**src/hdl/fdr_sqrt_cell.sv**
```systemverilog
`timescale 1ns / 1ps
// ----------------------------------------------------------------------------
// fdr_sqrt_cell
// One restoring square-root cell: settles one root bit per advancing cycle.
// ----------------------------------------------------------------------------
module fdr_sqrt_cell #(
   parameter int RW  = 33,
   parameter int QW  = 16,
   parameter int BIT = 0
) (
   input  logic          clock,
   input  logic          advance,
   input  logic [RW-1:0] rem_i,
   input  logic [QW-1:0] root_i,
   output logic [RW-1:0] rem_o,
   output logic [QW-1:0] root_o
);

   logic [RW-1:0] rem_ff, rem_in;
   logic [QW-1:0] root_ff, root_in;
   logic [RW-1:0] trial;

   // higher root bits already in place; test (2*root + 2^BIT) * 2^BIT
   assign trial = (RW'(root_i) << (BIT + 1)) + (RW'(1) << (2 * BIT));

   always_comb begin
      rem_in  = rem_i;
      root_in = root_i;
      if (rem_i >= trial) begin
         rem_in  = rem_i - trial;
         root_in = root_i | (QW'(1) << BIT);
      end
   end

   always_ff @(posedge clock) begin
      if (advance) begin
         rem_ff  <= rem_in;
         root_ff <= root_in;
      end
   end

   assign rem_o  = rem_ff;
   assign root_o = root_ff;

endmodule

```
**config.mk**
```make
export PLATFORM = sky130hd
export DESIGN_NAME = fdr_sqrt_cell
export DESIGN_NICKNAME = d
export VERILOG_FILES = /design/src/hdl/fdr_sqrt_cell.sv
export SDC_FILE = /design/constraint.sdc
export NUM_CORES = 1
export LEC_CHECK = 0
export BUFFER_PORTS_ARGS = -buffer_cell sky130_fd_sc_hd__buf_2
export CORE_MARGIN = 5
export CORE_UTILIZATION = 49
export DETAILED_ROUTE_END_ITERATION = 6
export GPL_ROUTABILITY_DRIVEN = 0
export GPL_TIMING_DRIVEN = 0
export PLACE_DENSITY = 0.82
export SLEW_MARGIN = 20
export SYNTH_ARGS = -nofsm -noshare
export SYNTH_HDL_FRONTEND = slang
export SYNTH_SLANG_ARGS = --single-unit
```
**constraint.sdc**
```tcl
create_clock -name clock -period 6 [get_ports clock]
set_input_delay 0.6 -clock clock [delete_from_list [all_inputs] [get_ports clock]]
set_output_delay 0.6 -clock clock [all_outputs]
set_load 0.05 [all_outputs]
```
=== Word level (Yosys, flattened, before mapping) ===
Cells that the tools add are included.

* Register bits after elaboration: 49
* Word-level logic and storage cells: 7
* Output and inout port bits: 49
* Input port bits: 51

* $lt $le $gt $ge: 1
* $add $sub $neg: 2
* Muxes and demuxes: 1

{| class="wikitable"
|+ Operators with widths
! kind !! number
|-
| $ge 33x18->1 || 1
|-
| $mux 33 || 1
|-
| $sub 33x18->33 || 1
|-
| $add 17x1->18 const B || 1
|}

=== Depth between registers and ports, before layout ===
Gate-level depths: netlist of the first run.

* Depth after elaboration: 3
* Gate-level depth with buffers: 11
* Gate-level depth less buffers: 10

=== Worst setup path before layout of the first run ===
No wires, ideal clock.

* Path kind: input -> register
* Start: input port root_i[2]
* End: register rem_ff[31], in the netlist rem_o[31] (data pin)
* Data required time: 5734 ps
* Slack: 3194 ps
* Buffers on the path: 0
* Cell stages on the path: 9
* Arrival time: 2540 ps
* Path through: inv_1 > ha_1 > and3_1 > a221oi_1 > o21bai_1 > a311oi_1 > o31ai_1 > nor3_1 > xor2_1

* Word-level cells in the longest chain between the ends: 3
* Elaborated cells between the ends (all ways): 4
* Those cells by class: 2 x add/sub; 1 x order compare; 1 x mux

{| class="wikitable"
|+ RTL lines
! element !! RTL line !! source
|-
| start: declaration || 14 || <nowiki>input logic [QW-1:0] root_i,</nowiki>
|-
| $add 17x1->18 * || 24 || <nowiki>assign trial = (RW'(root_i) << (BIT + 1)) + (RW'(1) << (2 * BIT));</nowiki>
|-
| $sub 33x18->33 or $ge 33x18->1 (tied branches) || 30, 29 ||
|-
| $mux 33 * || 29 || <nowiki>if (rem_i >= trial) begin</nowiki>
|-
| via rem_in[31] || 19 || <nowiki>logic [RW-1:0] rem_ff, rem_in;</nowiki>
|-
| end signal: assignment || 37 || <nowiki>rem_ff <= rem_in;</nowiki>
|-
| end: declaration || 19 ||
|}

The timed path passes the listed nets; every way through them passes the cells marked *.
A chain may end at the register's enable or synchronous reset.

=== Final worst setup path of the first run ===
* Start: input port root_i[2]
* End: register rem_ff[23], in the netlist rem_o[23] (data pin)

The elaborated chain is that of the path after synthesis.

==> metrics.txt, run 1 <==
CP startpoint=root_i[2]; I/O pins=100; postcts setup bufs=0; Max FO, Critical Path=5; Slew headroom=29.4%; Reg power frac=45.8%; most common cell in the netlist=edfxtp_1; combinational fraction of design power=34.6%; root buf cell=clkbuf_8; predominant post-synthesis flop cell=edfxtp_1; initial antenna violation count=0; H-tree depth=2; Final Core Density=61.8%; pin count of the biggest net entering global routing=50; max_cap viols=0; fin. max-slew vios=0; CTS tree=yes; Critical path buffers and inverters=2; Sw Share=36.9%; total wire length=6.79 mm; CTS resizes=0; wire per inst=15.0 um; Net Sw Power=0.347 mW; Register Area=0.00147 sq mm; Post-Place Cell Area=0.00358 sq mm; fin crit period=3.06 ns; Initial Util=50.4%; synth unique cells=51; TritonRoute pass-1 iters=4; Syn Area/Cell=11.0 sq um; top cells by count, synth=edfxtp_1, nand2_1, inv_1; Lkg Pwr=1.57 nW; Post-synth EDFFs=49; CTS sink cnt=49; Max rail drop VDD=139 uV; top-area cell type share of the netlist area=49.3%; placed cell count=445; Slowest cell on crit path=a221oi_1; global route overflow=0; Core ar.=0.00592 sq mm; ratio of cells with drive above 1 in the final layout=32.5%; CP Data Arrival Time=3.10 ns; final net count=446; Int Pwr=0.594 mW; 1st-iter DRT viols=161; CP Depth=10; PortBufs=99; first-pass GRT wire length=10.9 mm; cell family with most CP delay=compound AO/OA/AOI/OAI gates; Longest Clk Path Bufs=2; Clk pwr share=19.6%; Final Hold Fails=0; area of the multi-input gates=0.00139 sq mm; synth warn=0; Power Density=257 mW/mm^2; kind of end point of the critical path=flip-flop; vias in the first global route=2398; Antenna Violating Nets Remaining=0; slew of the pin with the lowest slew margin=1.06 ns; setup TNS=0 ns; CP startpoint kind=input pin; Fill cells=493; ranking of synthesized cells by area=edfxtp_1, ha_1, xor2_1; critical path cell sequence=buf_2 -> inv_1 -> ha_1 -> and3_1 -> a221oi_1 -> o21bai_1 -> a311oi_1 -> o31ai_1 -> nor3_1 -> xor2_1; Post-Syn Instances=271; post-DP HPWL=5.34 mm; Worst Path Required=6.04 ns; max incr delay on CP=0.52 ns; Seq cells post-synth=49; n_diodes=0; hold buffer count at cts=0; final instance area=0.00366 sq mm; die height=88.1 um; worst min path class=in -> reg; Mapped Area=0.00299 sq mm; cell taking the most area after synthesis=edfxtp_1; RSZ-0062 raised after global routing=no; # rows=28; status=finished clean; crit share post-route=51.0%; Total GRT Usage=17.9%; # DRC=0; CP Capture Point=rem_o[23]$_DFFE_PP_; CTS Buf Count=5; full die area=0.00776 sq mm; Die W=88.1 um; CP Class=in -> reg; fmax=0.327 GHz; DR vias=2406; Area Growth Syn to Fin=22.5%; sequential area share after synthesis=49.3%; count of final setup violators=0; vias per cell=5.31; Place WS=2.72 ns; Finished Layout Cells=453; clk slew on worst S/H paths=0.08 ns; Syn Nets=340; setup ws final=2.94 ns; asr flop ratio synth=0%
==> stage by stage <==
step / hold slack [ns] / total power, mW
2_1_floorplan: 0.699 / 0.678
3_3_place_gp: 0.792 / 0.758
3_5_place_dp: 0.792 / 0.764
4_1_cts: 0.480 / 0.949
5_1_grt: 0.471 / 0.985
6_report: 0.488 / 0.941
==> registers in the layout (all words and copies together) (netlist names) <==
signal and cells:
rem_o 33, root_o 16
==> placed cells by master (no fill, tap or decap), types with 2 or more instances in the layout <==
cell type	instances
a21o_1	4
a21oi_1	16
a31oi_1	2
and3_1	3
buf_2	99
buf_6	3
clkbuf_1	3
clkbuf_8	5
clkinv_2	2
edfxtp_1	49
ha_1	17
inv_1	22
nand2_1	30
nand2b_1	3
nand3_1	4
nand4_1	5
nor2_1	8
nor2b_1	2
nor3_1	9
nor4_1	2
o21a_1	3
o21ai_0	13
o21ai_1	9
o21ai_2	2
o21bai_1	2
o22ai_1	2
o31ai_1	2
xnor2_1	11
xor2_1	21
==> cell type report <==
class	instances	area share, %
well taps	75	2.56
repair buffers	99	13.5
multi-input cells	195	38.0
clock buffers	6	1.98
plain buffers	5	1.13
flip-flops and latches	49	40.2
clock inverters	2	0.274
inverters	22	2.26
==> worst min-delay path by stage <==
stage / from / to / cells past startpoint
floorplan: root_i[10] / root_o[10]$_DFFE_PP_ / 0
global placement: root_i[5] / root_o[5]$_DFFE_PP_ / 1
detailed placement: root_i[5] / root_o[5]$_DFFE_PP_ / 1
CTS: root_i[5] / root_o[5]$_DFFE_PP_ / 1
global route: root_i[5] / root_o[5]$_DFFE_PP_ / 1
finish: root_i[5] / root_o[5]$_DFFE_PP_ / 1
==> metal layers <==
layer  up-vias  global-route usage (%)  wire [um]
met1      1098                    22.6       2850
met2        95                    30.5       3260
met5         -                       0          0
met3         6                    4.33        615
met4         0                    5.08         65
li1       1207                       -          -
==> cells by family after synthesis <==
family          Yosys count  share of synthesized area, %
simple gates             78                          14.9
compound gates           66                          14.2
flops                    49                          49.3
xor+xnor                 32                          9.38
buf+inv                  27                          4.15
fa+ha+maj                18                          7.79
mux                       1                         0.377
==> power groups by stage <==
stage	combinational [mW]	clock [mW]	sequential, mW
after floorplan	0.104	0	0.574
after global placement	0.319	0	0.438
after detailed placement	0.325	0	0.439
after CTS	0.325	0.192	0.432
after global routing	0.347	0.204	0.435
final	0.325	0.185	0.431
(Power assumes the default switching activity.)
==> run 2, diff against run 1 <==
--- a/config.mk
+++ b/config.mk
@@ -7,11 +7,11 @@
 export LEC_CHECK = 0
 export BUFFER_PORTS_ARGS = -buffer_cell sky130_fd_sc_hd__buf_2
 export CORE_MARGIN = 5
-export CORE_UTILIZATION = 49
+export CORE_UTILIZATION = 46
 export DETAILED_ROUTE_END_ITERATION = 6
 export GPL_ROUTABILITY_DRIVEN = 0
 export GPL_TIMING_DRIVEN = 0
-export PLACE_DENSITY = 0.82
+export PLACE_DENSITY = 0.81
 export SLEW_MARGIN = 20
 export SYNTH_ARGS = -nofsm -noshare
 export SYNTH_HDL_FRONTEND = slang
==> constraint.sdc (replaced) <==
create_clock -name clock -period 2.5 [get_ports clock]
set_input_delay 0.25 -clock clock [delete_from_list [all_inputs] [get_ports clock]]
set_output_delay 0.25 -clock clock [all_outputs]
set_load 0.05 [all_outputs]
==> run 2 against run 1 <==
  * Hold slack worse by 0.36 ns
  * Via count up 3.0%
  * First-iteration DRC count increased by 1.9%
  * Clock power rose to 3.1 times the previous value
  * Die area increased by 5.8%
  * Largest cell class unchanged
  * Global-route usage shrank 0.48 points
  * Worst setup slack got worse by 2.8 ns
  * Sequential power grew 140%
==> metrics.txt, run 2 (synthesized netlist as in run 1, its figures left out) <==
Final Hold Fails=0 (unchanged); I/O pins=100 (unchanged); Clk pwr share=23.5% (+3.9 points); ratio of cells with drive above 1 in the final layout=34.1% (+1.6 points); Sw Share=36.3% (-0.58 points); RSZ-0062 raised after global routing=yes; global route overflow=0 (unchanged); PortBufs=99 (unchanged); full die area=0.00820 sq mm (+5.8%); n_diodes=0 (unchanged); Initial Util=47.0% (-3.4 points); Int Pwr=1.53 mW (+160%); min-delay src=root_i[3]; fin crit period=2.39 ns; Die W=90.6 um (+2.8%); crit share post-route=95.8%; commonest non-fill, non-tap cell in the layout=buf_2; DR vias=2478 (+3.0%); CP Class=in -> reg; Total GRT Usage=17.4% (-0.48 points); Highest Signal Layer=met5; Final Core Density=58.8% (-3.0 points); Max rail drop VDD=321 uV (+130%); wire length on met2=3.59 mm (+10%); H-tree depth=2 (unchanged); hold buffer count at cts=0 (unchanged); vias per cell=5.45 (+2.5%); initial antenna violation count=1 (+1); wl on met1=2.85 mm (about the same); # DRC=0 (unchanged); Largest register FFs=33 (unchanged); Fill cells=529 (+7.3%); Reg power frac=42.9% (-2.9 points); wire per inst=15.9 um (+6.0%); setup TNS=0 ns (unchanged); pin count of the biggest net entering global routing=50 (unchanged); root buf cell=clkbuf_8; first-pass GRT wire length=11.9 mm (+8.9%); setup ws final=0.105 ns (-2.83 ns); status=finished clean; worst min path class=in -> reg; # rows=29 (+3.6%); Area Growth Syn to Fin=25.0%; fin. max-slew vios=0 (unchanged); count of final setup violators=0 (unchanged); Net Sw Power=0.872 mW (+150%); Lkg Pwr=1.58 nW (+0.70%); CTS Buf Count=5 (unchanged); Power Density=644 mW/mm^2 (+150%); combinational fraction of design power=33.5% (-1.1 points); 1st-iter DRT viols=164 (+1.9%); Antenna Violating Nets Remaining=0 (unchanged); post-DP HPWL=5.55 mm (+4.0%); WL met3=629 um (+2.3%); Longest Clk Path Bufs=2 (unchanged); Slew headroom=58.6% (+29 points); CP startpoint kind=input pin; kind of end point of the critical path=flip-flop; slew of the pin with the lowest slew margin=0.621 ns (-0.439 ns); commonest cells after routing, fill and taps aside=buf_2, edfxtp_1, nand2_1; final net count=446 (unchanged); CP startpoint=rem_i[20]; placed cell count=447 (+0.45%); total wire length=7.23 mm (+6.5%); Core ar.=0.00635 sq mm (+7.2%); TritonRoute pass-1 iters=4 (unchanged); die height=90.6 um (+2.8%); vias in the first global route=2556 (+6.6%); CTS tree=yes; CP Data Arrival Time=2.46 ns (-0.64 ns); Finished Layout Cells=455 (+0.44%); Place WS=-0.495 ns (-3.22 ns); max_cap viols=0 (unchanged); CTS sink cnt=49 (unchanged); fmax=0.418 GHz; Worst Path Required=2.57 ns (-3.47 ns); PnR Total Power=2.40 mW (+160%); Max FO, Critical Path=7 (+2); clk slew on worst S/H paths=0.09 ns (about the same)
[run 2: worst paths after layout]
check                            endpoint  slack, ns  cells past startpoint
worst min-delay path  root_o[3]$_DFFE_PP_       0.13                      1
worst max-delay path  rem_o[11]$_DFFE_PP_       0.11                      7
[run 2: power by group through the flow]
stage / registers (mW) / clock network [mW] / logic, mW
final: 1.03 / 0.565 / 0.806
after global routing: 1.04 / 0.609 / 0.859
after CTS: 1.03 / 0.571 / 0.800
after detailed placement: 1.05 / 0 / 0.784
after global placement: 1.05 / 0 / 0.769
after floorplan: 1.38 / 0 / 0.250
[run 2: critical path: stages]
cell and delay [ns]:
buf_2 0.12, or4_1 0.54, or3_4 0.38, nor4_4 0.38
nand3_4 0.21, nor2_8 0.22, mux2_2 0.35
[run 2: metal layers]
metal | GRT usage (%) | vias to the layer above
met2 | 30.0 | 94
met3 | 5.25 | 16
li1 | - | 1202
met5 | 0 | -
met4 | 5.71 | 2
met1 | 20.5 | 1164
[run 2: final cells by class]
class                   count  area, sq um  area share (%)
inverters                  22         82.6            2.21
flip-flops and latches     49         1470            39.4
well taps                  77         96.3            2.58
repair buffers             99          498            13.3
multi-input cells         195         1430            38.4
plain buffers               5         41.3            1.11
clock buffers               5         68.8            1.84
clock inverters             3         41.3            1.11
[run 2: through the flow]
stage / hold WS (ns) / instance area, sq um
final: 0.130 / 3730
after global routing: 0.126 / 3730
after CTS: 0.131 / 3710
after detailed placement: 0.443 / 3580
after global placement: 0.443 / 3580
after floorplan: 0.349 / 2990
[run 2: timing repair]
item | CTS | global route
setup buffers | 0 | 0
endpoints found under the setup margin | 4 | 9
resized for setup | 3 | 4
