<file path="src/hdl/fdr_div_cell.sv">
`timescale 1ns / 1ps
// ----------------------------------------------------------------------------
// fdr_div_cell
// One restoring-division cell: settles one quotient bit and hands the
// remainder, partial quotient and divisor to the next cell.
// ----------------------------------------------------------------------------
module fdr_div_cell #(
   parameter int RW  = 48,
   parameter int DW  = 32,
   parameter int QW  = 16,
   parameter int BIT = 0
) (
   input  logic          clock,
   input  logic          advance,
   input  logic [RW-1:0] rem_i,
   input  logic [QW-1:0] quot_i,
   input  logic [DW-1:0] dvs_i,
   output logic [RW-1:0] rem_o,
   output logic [QW-1:0] quot_o,
   output logic [DW-1:0] dvs_o
);

   logic [RW-1:0] rem_ff, rem_in;
   logic [QW-1:0] quot_ff, quot_in;
   logic [DW-1:0] dvs_ff;
   logic [RW-1:0] trial;

   assign trial = RW'(dvs_i) << BIT;

   always_comb begin
      rem_in  = rem_i;
      quot_in = quot_i;
      if (rem_i >= trial) begin
         rem_in  = rem_i - trial;
         quot_in = quot_i | (QW'(1) << BIT);
      end
   end

   always_ff @(posedge clock) begin
      if (advance) begin
         rem_ff  <= rem_in;
         quot_ff <= quot_in;
         dvs_ff  <= dvs_i;
      end
   end

   assign rem_o  = rem_ff;
   assign quot_o = quot_ff;
   assign dvs_o  = dvs_ff;

endmodule

</file>
<file path="config.mk">
export PLATFORM = sky130hd
export DESIGN_NAME = fdr_div_cell
export DESIGN_NICKNAME = d
export VERILOG_FILES = /design/src/hdl/fdr_div_cell.sv
export SDC_FILE = /design/constraint.sdc
export NUM_CORES = 1
export LEC_CHECK = 0
export ABC_AREA = 1
export BUFFER_PORTS_ARGS = -buffer_cell sky130_fd_sc_hd__buf_2
export CAP_MARGIN = 20
export CORE_ASPECT_RATIO = 1.1
export CORE_UTILIZATION = 35
export CTS_CLUSTER_DIAMETER = 80
export DETAILED_ROUTE_END_ITERATION = 6
export REMOVE_ABC_BUFFERS = 1
export SYNTH_ARGS = -nofsm -noshare
export SYNTH_HDL_FRONTEND = slang
export SYNTH_SLANG_ARGS = --single-unit
</file>
<file path="constraint.sdc">
create_clock -name clock -period 5.8 [get_ports clock]
set_input_delay 1.16 -clock clock [delete_from_list [all_inputs] [get_ports clock]]
set_output_delay 1.16 -clock clock [all_outputs]
set_load 0.05 [all_outputs]
</file>
Word-level counts from Yosys, hierarchy flattened
Index checks and enable logic that the tools add are counted.
Widths: inputs -> output; s select.
{"block": "totals", "latchBits": 0, "mem_bits_rw": 0, "register_bits": 96, "romBits": 0, "in_bits": 98, "memories": 0}
{"block": "classes", "muxes": 1, "bitwise_logic": 0, "shifts": 0, "magnitude_cmp": 1, "multipliers": 0, "eq_ne": 0, "reduce_logical": 0, "n_div": 0, "n_addsub": 1}
{"op": "$ge 48x32->1", "count": 1}
{"op": "$mux 48", "count": 1}
{"op": "$sub 48x32->48", "count": 1}

Depth between registers and ports, before layout
Gate-level depths: netlist of run 1.
{"block": "logic_depth", "depth_word": 2, "depth_mapped": 16, "mapped_depth_nobuf": 15}

Worst setup path after synthesis of run 1
OpenSTA, ideal clock, no wires.
{"block": "synth_path", "path_kind": "in2reg", "from": "input port rem_i[0]", "to": "register rem_ff[10], in the netlist rem_o[10] (data pin)", "stages": 16, "n_path_buf": 1, "slack_ns": 2.740, "arrival_ns": 2.802, "setup_time_ns": 0.257, "path_cell_list": "inv_1 -> ha_1 -> fa_1 -> inv_1 -> nand3_2 -> nand3_2 -> nand2_2 -> nand2_2 -> nand2_2 -> nand2_4 -> nand2_4 -> nand3_4 -> inv_6 -> buf_6 -> nand2_2 -> o21ai_2"}
{"block": "synth_via", "elab_chain_len": 2, "elab_cells_between_ends": 3}
{"element": "from (decl)", "line_no": "15", "text": "input logic [RW-1:0] rem_i,"}
{"element": "$sub 48x32->48 or $ge 48x32->1 (tied branches)", "line_no": "34, 33"}
{"element": "$mux 48 *", "line_no": "33", "text": "if (rem_i >= trial) begin"}
{"element": "via rem_in[10]", "line_no": "23", "text": "logic [RW-1:0] rem_ff, rem_in;"}
{"element": "to (signal assigned)", "line_no": "41", "text": "rem_ff <= rem_in;"}
{"element": "to (decl)", "line_no": "23"}
Mark *: on every way through the listed nets, which the timed path passes. The rest lies on a longest branch.
A chain may end at the register's enable or synchronous reset.

Final worst setup path of run 1
{"block": "layout_path", "from": "input port rem_i[0]", "to": "register rem_ff[0], in the netlist rem_o[0] (data pin)"}
Same word-level chain as after synthesis.

==> flow_summary_export.csv, run 1 <==
group,metric,value,unit
setup_path,cp_slowest_stage_delay,410,ps
cells_and_area,drive_gt1_frac,0.242,
place,port_buffers,193,
cells_and_area,diodes,0,
sta,fmax,289,MHz
setup_path,crit_end,"rem_o[0]",
clock_network,htree_num_levels,3,
route,vias,6592,
power_and_ir_drop,power_density,255,mW/mm2
clock_network,cts_buffers,9,
synth,synthTopCellsByArea,"edfxtp_1 (40%), nand2_1 (19%), inv_1 (11%)",
floorplanning,start_util,0.361,
setup_path,crit_chain,"buf_2, inv_1, ha_1, fa_1, inv_1, nand3_2, nand3_2, nand2_2, nand2_2, nand2_2, nand2_4, nand2_4, nand3_4, inv_6, nand2_1, o21ai_2",
setup_path,crit_type,"primary input to flip-flop",
clock_network,cts_hold_buffers,0,
setup_path,worstPathArrival,3560,ps
floorplanning,die_area,0.0212,mm2
place,gp_congestion,0.914,
clock_network,cts-root-buf,"clkbuf_16",
route,totalWireLength,21.8,mm
power_and_ir_drop,p_sw_frac,0.390,
cells_and_area,area_growth,20.5,%
grt,grt_usage,0.208,
power_and_ir_drop,vdd_drop_max,0.142,mV
synth,ys_seq_area_frac,0.399,
synth,synth_edf_count,96,
sta,slew_headroom,0.516,
sta,setup_viol_count_final,0,
synth,netlist_area,0.00723,mm2
setup_path,cp.required,5900,ps
setup_path,path_depth,16,
power_and_ir_drop,leakage,4.48,nW
sta,worst_slew_pin_slew,726,ps
worst_hold_path,whs_path_depth,1,
setup_path,path_delay_family,"simple AND/OR/NAND/NOR gates",
route,drc,12,
sta,hold_viol,0,
setup_path,startpoint,"rem_i[0]",
power_and_ir_drop,power_switching,865,uW
clock_network,clock-sinks,96,
place,placedCellCount,1429,
route,first_pass_iters,7,
clock_network,clockBufferDepth,2,
synth,synth_seq_cells,96,
setup_path,critPathLaunchType,"primary input",
synth,ys_types,33,
sta,fin_crit_sh,0.597,
worst_hold_path,min_from,"quot_i[9]",
power_and_ir_drop,p_seq_frac,0.392,
floorplanning,core_area,0.0200,mm2
route,wl_per_cell,15.1,um
clock_network,post-cts-setup-buffers,0,
sta,rsz0062_at_grt,"no",
sta,final.setup.tns,0,ps
cells_and_area,layout.nets,1319,
run_status,status,"finished with violations",
floorplanning,io_pins,194,
setup_path,cp-end-kind,"flip-flop",
floorplanning,die_h,153,um
sta,slew_viol_final,0,
clock_network,cts_resized,0,
grt,antenna_found_initial,0,
synth,syn_avg_cell_area,7.29,um2
cells_and_area,layoutNonFillerInstCount,1445,
grt,overflow,0,
synth,ys.flop_type,"edfxtp_1",
worst_hold_path,worstHoldPathType,"primary input to flip-flop",
synth,netlist.area_leader.share,0.399,
synth,synth_top_area_cell,"edfxtp_1",
setup_path,worst-path-buf-inv,4,
grt,grt_pass1_vias,6473,
synth,syn_inst,991,
power_and_ir_drop,internal-power,1.35,mW
grt,grt_first_pass_wirelength,34.0,mm
power_and_ir_drop,p_clk_frac,0.266,
run_status,violations,"design-rule violations",
sta,hold_slack,965,ps
setup_path,cp_slowest_cell,"fa_1",
grt,grt_max_degree,64,
job,drv_cap,0,
route,postRouteAntennaNets,0,
synth,async_reset_ff_frac,0,
sta,min_period,3460,ps
power_and_ir_drop,power_frac_comb,0.342,
setup_path,cp_max_fo,63,
route,vias_per_cell,4.56,
synth,ys_warn_count,0,
floorplanning,rows,54,
setup_path,cpMostUsedCell,"nand2_2",
clock_network,cts_tree,"built",
floorplanning,die_w,139,um
place,place_hpwl,17.8,mm
route,drt-initial-drc-count,408,
clock_network,clk_pin_slew_worst_paths,80,ps
-- placed cells by master, fill, tap and decap left out, types with 9 or more instances in the layout --
cell | netlist | layout
nand2_1 | 363 | 363
inv_1 | 208 | 208
buf_2 | 0 | 192
edfxtp_1 | 96 | 96
nor2_1 | 64 | 64
nand3_1 | 53 | 53
ha_1 | 32 | 32
nand2_2 | 25 | 25
a21oi_1 | 20 | 20
o21ai_2 | 20 | 20
a21oi_2 | 16 | 16
nand4_1 | 16 | 16
xnor2_1 | 15 | 15
nor3_1 | 12 | 12
nand3b_1 | 10 | 10
clkbuf_16 | 0 | 9
-- worst min path at each step --
stage	end	slack [ps]
final	quot_o[9]	970
after global routing	quot_o[13]	960
after CTS	quot_o[13]	960
after detailed placement	quot_o[3]	1340
after global placement	quot_o[3]	1340
after floorplan	dvs_o[0]	1260
-- cell type report --
cell class / instances / area, um2
Fill cell: 2151 / 11300
Clock inverter: 6 / 52.6
Sequential cell: 96 / 2880
Inverter: 211 / 797
Clock buffer: 10 / 229
Multi-Input combinational cell: 676 / 3460
Tap cell: 252 / 315
Timing Repair Buffer: 194 / 976
-- kinds of logic (layout without fill, tap and decap cells) --
logic type,count (synthesis),in the layout,share of synthesized area
buffers and inverters,219,421,0.123
adder cells (fa/ha/maj),33,33,0.0582
AND/OR/NAND/NOR,561,561,0.335
flip-flops,96,96,0.399
XOR/XNOR,17,17,0.0206
AO/OA/AOI/OAI,65,65,0.0648
-- synth_stat cells (all sizes together) (2+ instances only) --
library cell / number
nand2: 390
inv: 210
edfxtp: 96
nor2: 73
nand3: 57
a21oi: 36
ha: 32
o21ai: 26
nand4: 16
xnor2: 15
nor3: 13
nand3b: 10
buf: 8
xor2: 2
-- power groups by stage --
stage | clock network [mW] | logic (mW) | registers (mW)
floorplan | 0 | 0.288 | 1.15
global placement | 0 | 0.755 | 0.886
detailed placement | 0 | 0.759 | 0.886
CTS | 0.606 | 0.762 | 0.871
global route | 0.626 | 0.819 | 0.878
finish | 0.590 | 0.759 | 0.870
-- stage by stage --
stage	util	power, mW	instance area (um2)	worst slack, ps
CTS	0.435	2.24	8710	2380
global placement	0.421	1.64	8430	2020
global route	0.435	2.32	8710	2160
finish	0.435	2.22	8710	2340
detailed placement	0.421	1.64	8430	2010
floorplan	-	1.43	7140	2610
-- flip-flops by register name, summed over array words and instances, names as in the netlist --
register and count:
rem_o 48, dvs_o 32, quot_o 16
-- layer usage --
| layer | vias up | share of wire | GRT usage |
|---|---|---|---|
| met5 | - | 0 | 0 |
| met4 | 0 | 0.021 | 0.0667 |
| met3 | 24 | 0.033 | 0.0267 |
| met2 | 159 | 0.46 | 0.346 |
| met1 | 2932 | 0.48 | 0.281 |
| li1 | 3477 | - | - |
(Power assumes the default switching activity.)
==> run 2: changes to the inputs <==
==> constraint.sdc (replaced) <==
create_clock -name clock -period 3.3 [get_ports clock]
set_input_delay 0.66 -clock clock [delete_from_list [all_inputs] [get_ports clock]]
set_output_delay 0.66 -clock clock [all_outputs]
set_load 0.05 [all_outputs]
==> flow_summary_export.csv, run 2 (synthesized netlist as in run 1, its figures left out) <==
group,metric,value,unit
power_and_ir_drop,p_seq_frac,0.375,
route,drt-initial-drc-count,484,
place,place_hpwl,18.5,mm
setup_path,cp.required,3410,ps
route,wl_per_cell,15.5,um
clock_network,clockBufferDepth,2,
cells_and_area,fillers,2138,
clock_network,cts_tree,"built",
cells_and_area,multiInputGateArea,0.00346,mm2
floorplanning,die_h,153,um
grt,grt_pass1_vias,6582,
cells_and_area,final_cell_mix,"nand2_1 (363), inv_1 (208), buf_2 (192)",
route,vias_per_cell,4.62,
grt,grt_usage,0.217,
route,vias,6707,
power_and_ir_drop,p_sw_frac,0.376,
grt,overflow,0,
cells_and_area,largest_reg_flops,48,
floorplanning,die_area,0.0212,mm2
grt,antenna_found_initial,0,
place,port_buffers,193,
clock_network,cts_resized,0,
grt,grt_first_pass_wirelength,35.2,mm
clock_network,clock-sinks,96,
clock_network,cts_buffers,9,
sta,hold_slack,467,ps
job,drv_cap,0,
power_and_ir_drop,vdd_drop_max,0.233,mV
sta,slew_headroom,0.571,
setup_path,worstPathArrival,2670,ps
grt,grt_max_degree,56,
sta,worst_slew_pin_slew,643,ps
clock_network,htree_num_levels,3,
cells_and_area,layout.nets,1325,
sta,slew_viol_final,0,
sta,rsz0062_at_grt,"no",
clock_network,clk_pin_slew_worst_paths,80,ps
power_and_ir_drop,internal-power,2.54,mW
power_and_ir_drop,power_switching,1.53,mW
power_and_ir_drop,power_frac_comb,0.330,
floorplanning,die_w,139,um
sta,fin_crit_sh,0.776,
worst_hold_path,holdPathEnd,"quot_o[7]",
worst_hold_path,min_from,"quot_i[7]",
power_and_ir_drop,leakage,4.55,nW
sta,final.setup.tns,0,ps
route,first_pass_iters,7,
sta,min_period,2560,ps
route,postRouteAntennaNets,0,
power_and_ir_drop,p_clk_frac,0.294,
cells_and_area,diodes,0,
route,drc,12,
setup_path,cp-end-kind,"flip-flop",
run_status,violations,"design-rule violations",
cells_and_area,seq_area,0.00288,mm2
sta,fmax,391,MHz
cells_and_area,drive_gt1_frac,0.246,
run_status,status,"finished with violations",
power_and_ir_drop,power_density,460,mW/mm2
place,gp_congestion,0.932,
setup_path,critPathLaunchType,"primary input",
floorplanning,core_area,0.0200,mm2
floorplanning,start_util,0.361,
setup_path,crit_type,"primary input to flip-flop",
sta,setup_viol_count_final,0,
setup_path,cp_max_fo,18,
cells_and_area,layout_commonest_cell,"nand2_1",
cells_and_area,area_growth,22.5,%
clock_network,cts_hold_buffers,0,
worst_hold_path,whs_path_depth,1,
clock_network,post-cts-setup-buffers,0,
floorplanning,rows,54,
route,totalWireLength,22.5,mm
clock_network,cts-root-buf,"clkbuf_16",
worst_hold_path,worstHoldPathType,"primary input to flip-flop",
sta,hold_viol,0,
floorplanning,io_pins,194,
run 2: cell types whose count changed in the layout (fill, tap and decap cells not counted), sizes merged:
| cell | previous run | this run |
|---|---|---|
| buf | 194 | 200 |
| bufinv | 0 | 2 |
| clkinvlp | 2 | 0 |
run 2: layer usage:
metal	wire length, um	GRT usage
met4	453	0.0730
met3	998	0.0229
met2	10600	0.366
met1	10500	0.289
met5	0	0
run 2: worst max-delay path by stage:
stage | start | to | slack, ps | depth (start not counted)
6_report | rem_i[0] | rem_o[11] | 740 | 17
5_1_grt | rem_i[0] | rem_o[19] | 600 | 17
4_1_cts | rem_i[0] | rem_o[11] | 760 | 17
3_5_place_dp | rem_i[0] | rem_o[11] | 380 | 17
3_3_place_gp | rem_i[18] | rem_o[8] | 440 | 13
2_1_floorplan | rem_i[0] | rem_o[0] | 610 | 15
run 2: final cells by class:
class / instances / area share
inverter: 211 / 0.0900
timing repair buffer: 200 / 0.121
clock inverter: 6 / 0.0113
tap: 252 / 0.0356
multi-input combinational: 676 / 0.390
clock buffer: 10 / 0.0259
sequential: 96 / 0.326
run 2: power by group through the flow:
stage                     logic, mW  registers [mW]  clock network [mW]
after floorplan               0.506            2.01                   0
after global placement         1.34            1.56                   0
after detailed placement       1.34            1.56                   0
after CTS                      1.35            1.53                1.23
after global routing           1.45            1.54                1.27
final                          1.35            1.53                1.20
run 2: critical path, cell delays in order:
cell and delay, ps:
buf_2 90, inv_1 40, ha_1 220, fa_1 410
inv_1 120, nand3_2 70, nand3_2 120, nand2_2 60
nand2_2 80, nand2_2 70, nand2_4 90, nand2_4 80
nand3_4 110, inv_6 110, buf_12 190, nand2_2 60
o21ai_2 50
run 2: through the flow:
stage | cells | setup WS, ps | instance area, um2 | util | power (mW)
2_1_floorplan | 983 | 607 | 7140 | - | 2.52
3_3_place_gp | 1435 | 441 | 8520 | 0.426 | 2.90
3_5_place_dp | 1435 | 383 | 8520 | 0.426 | 2.90
4_1_cts | 1451 | 761 | 8850 | 0.443 | 4.11
5_1_grt | 1451 | 599 | 8850 | 0.443 | 4.26
6_report | 1451 | 740 | 8850 | 0.443 | 4.07
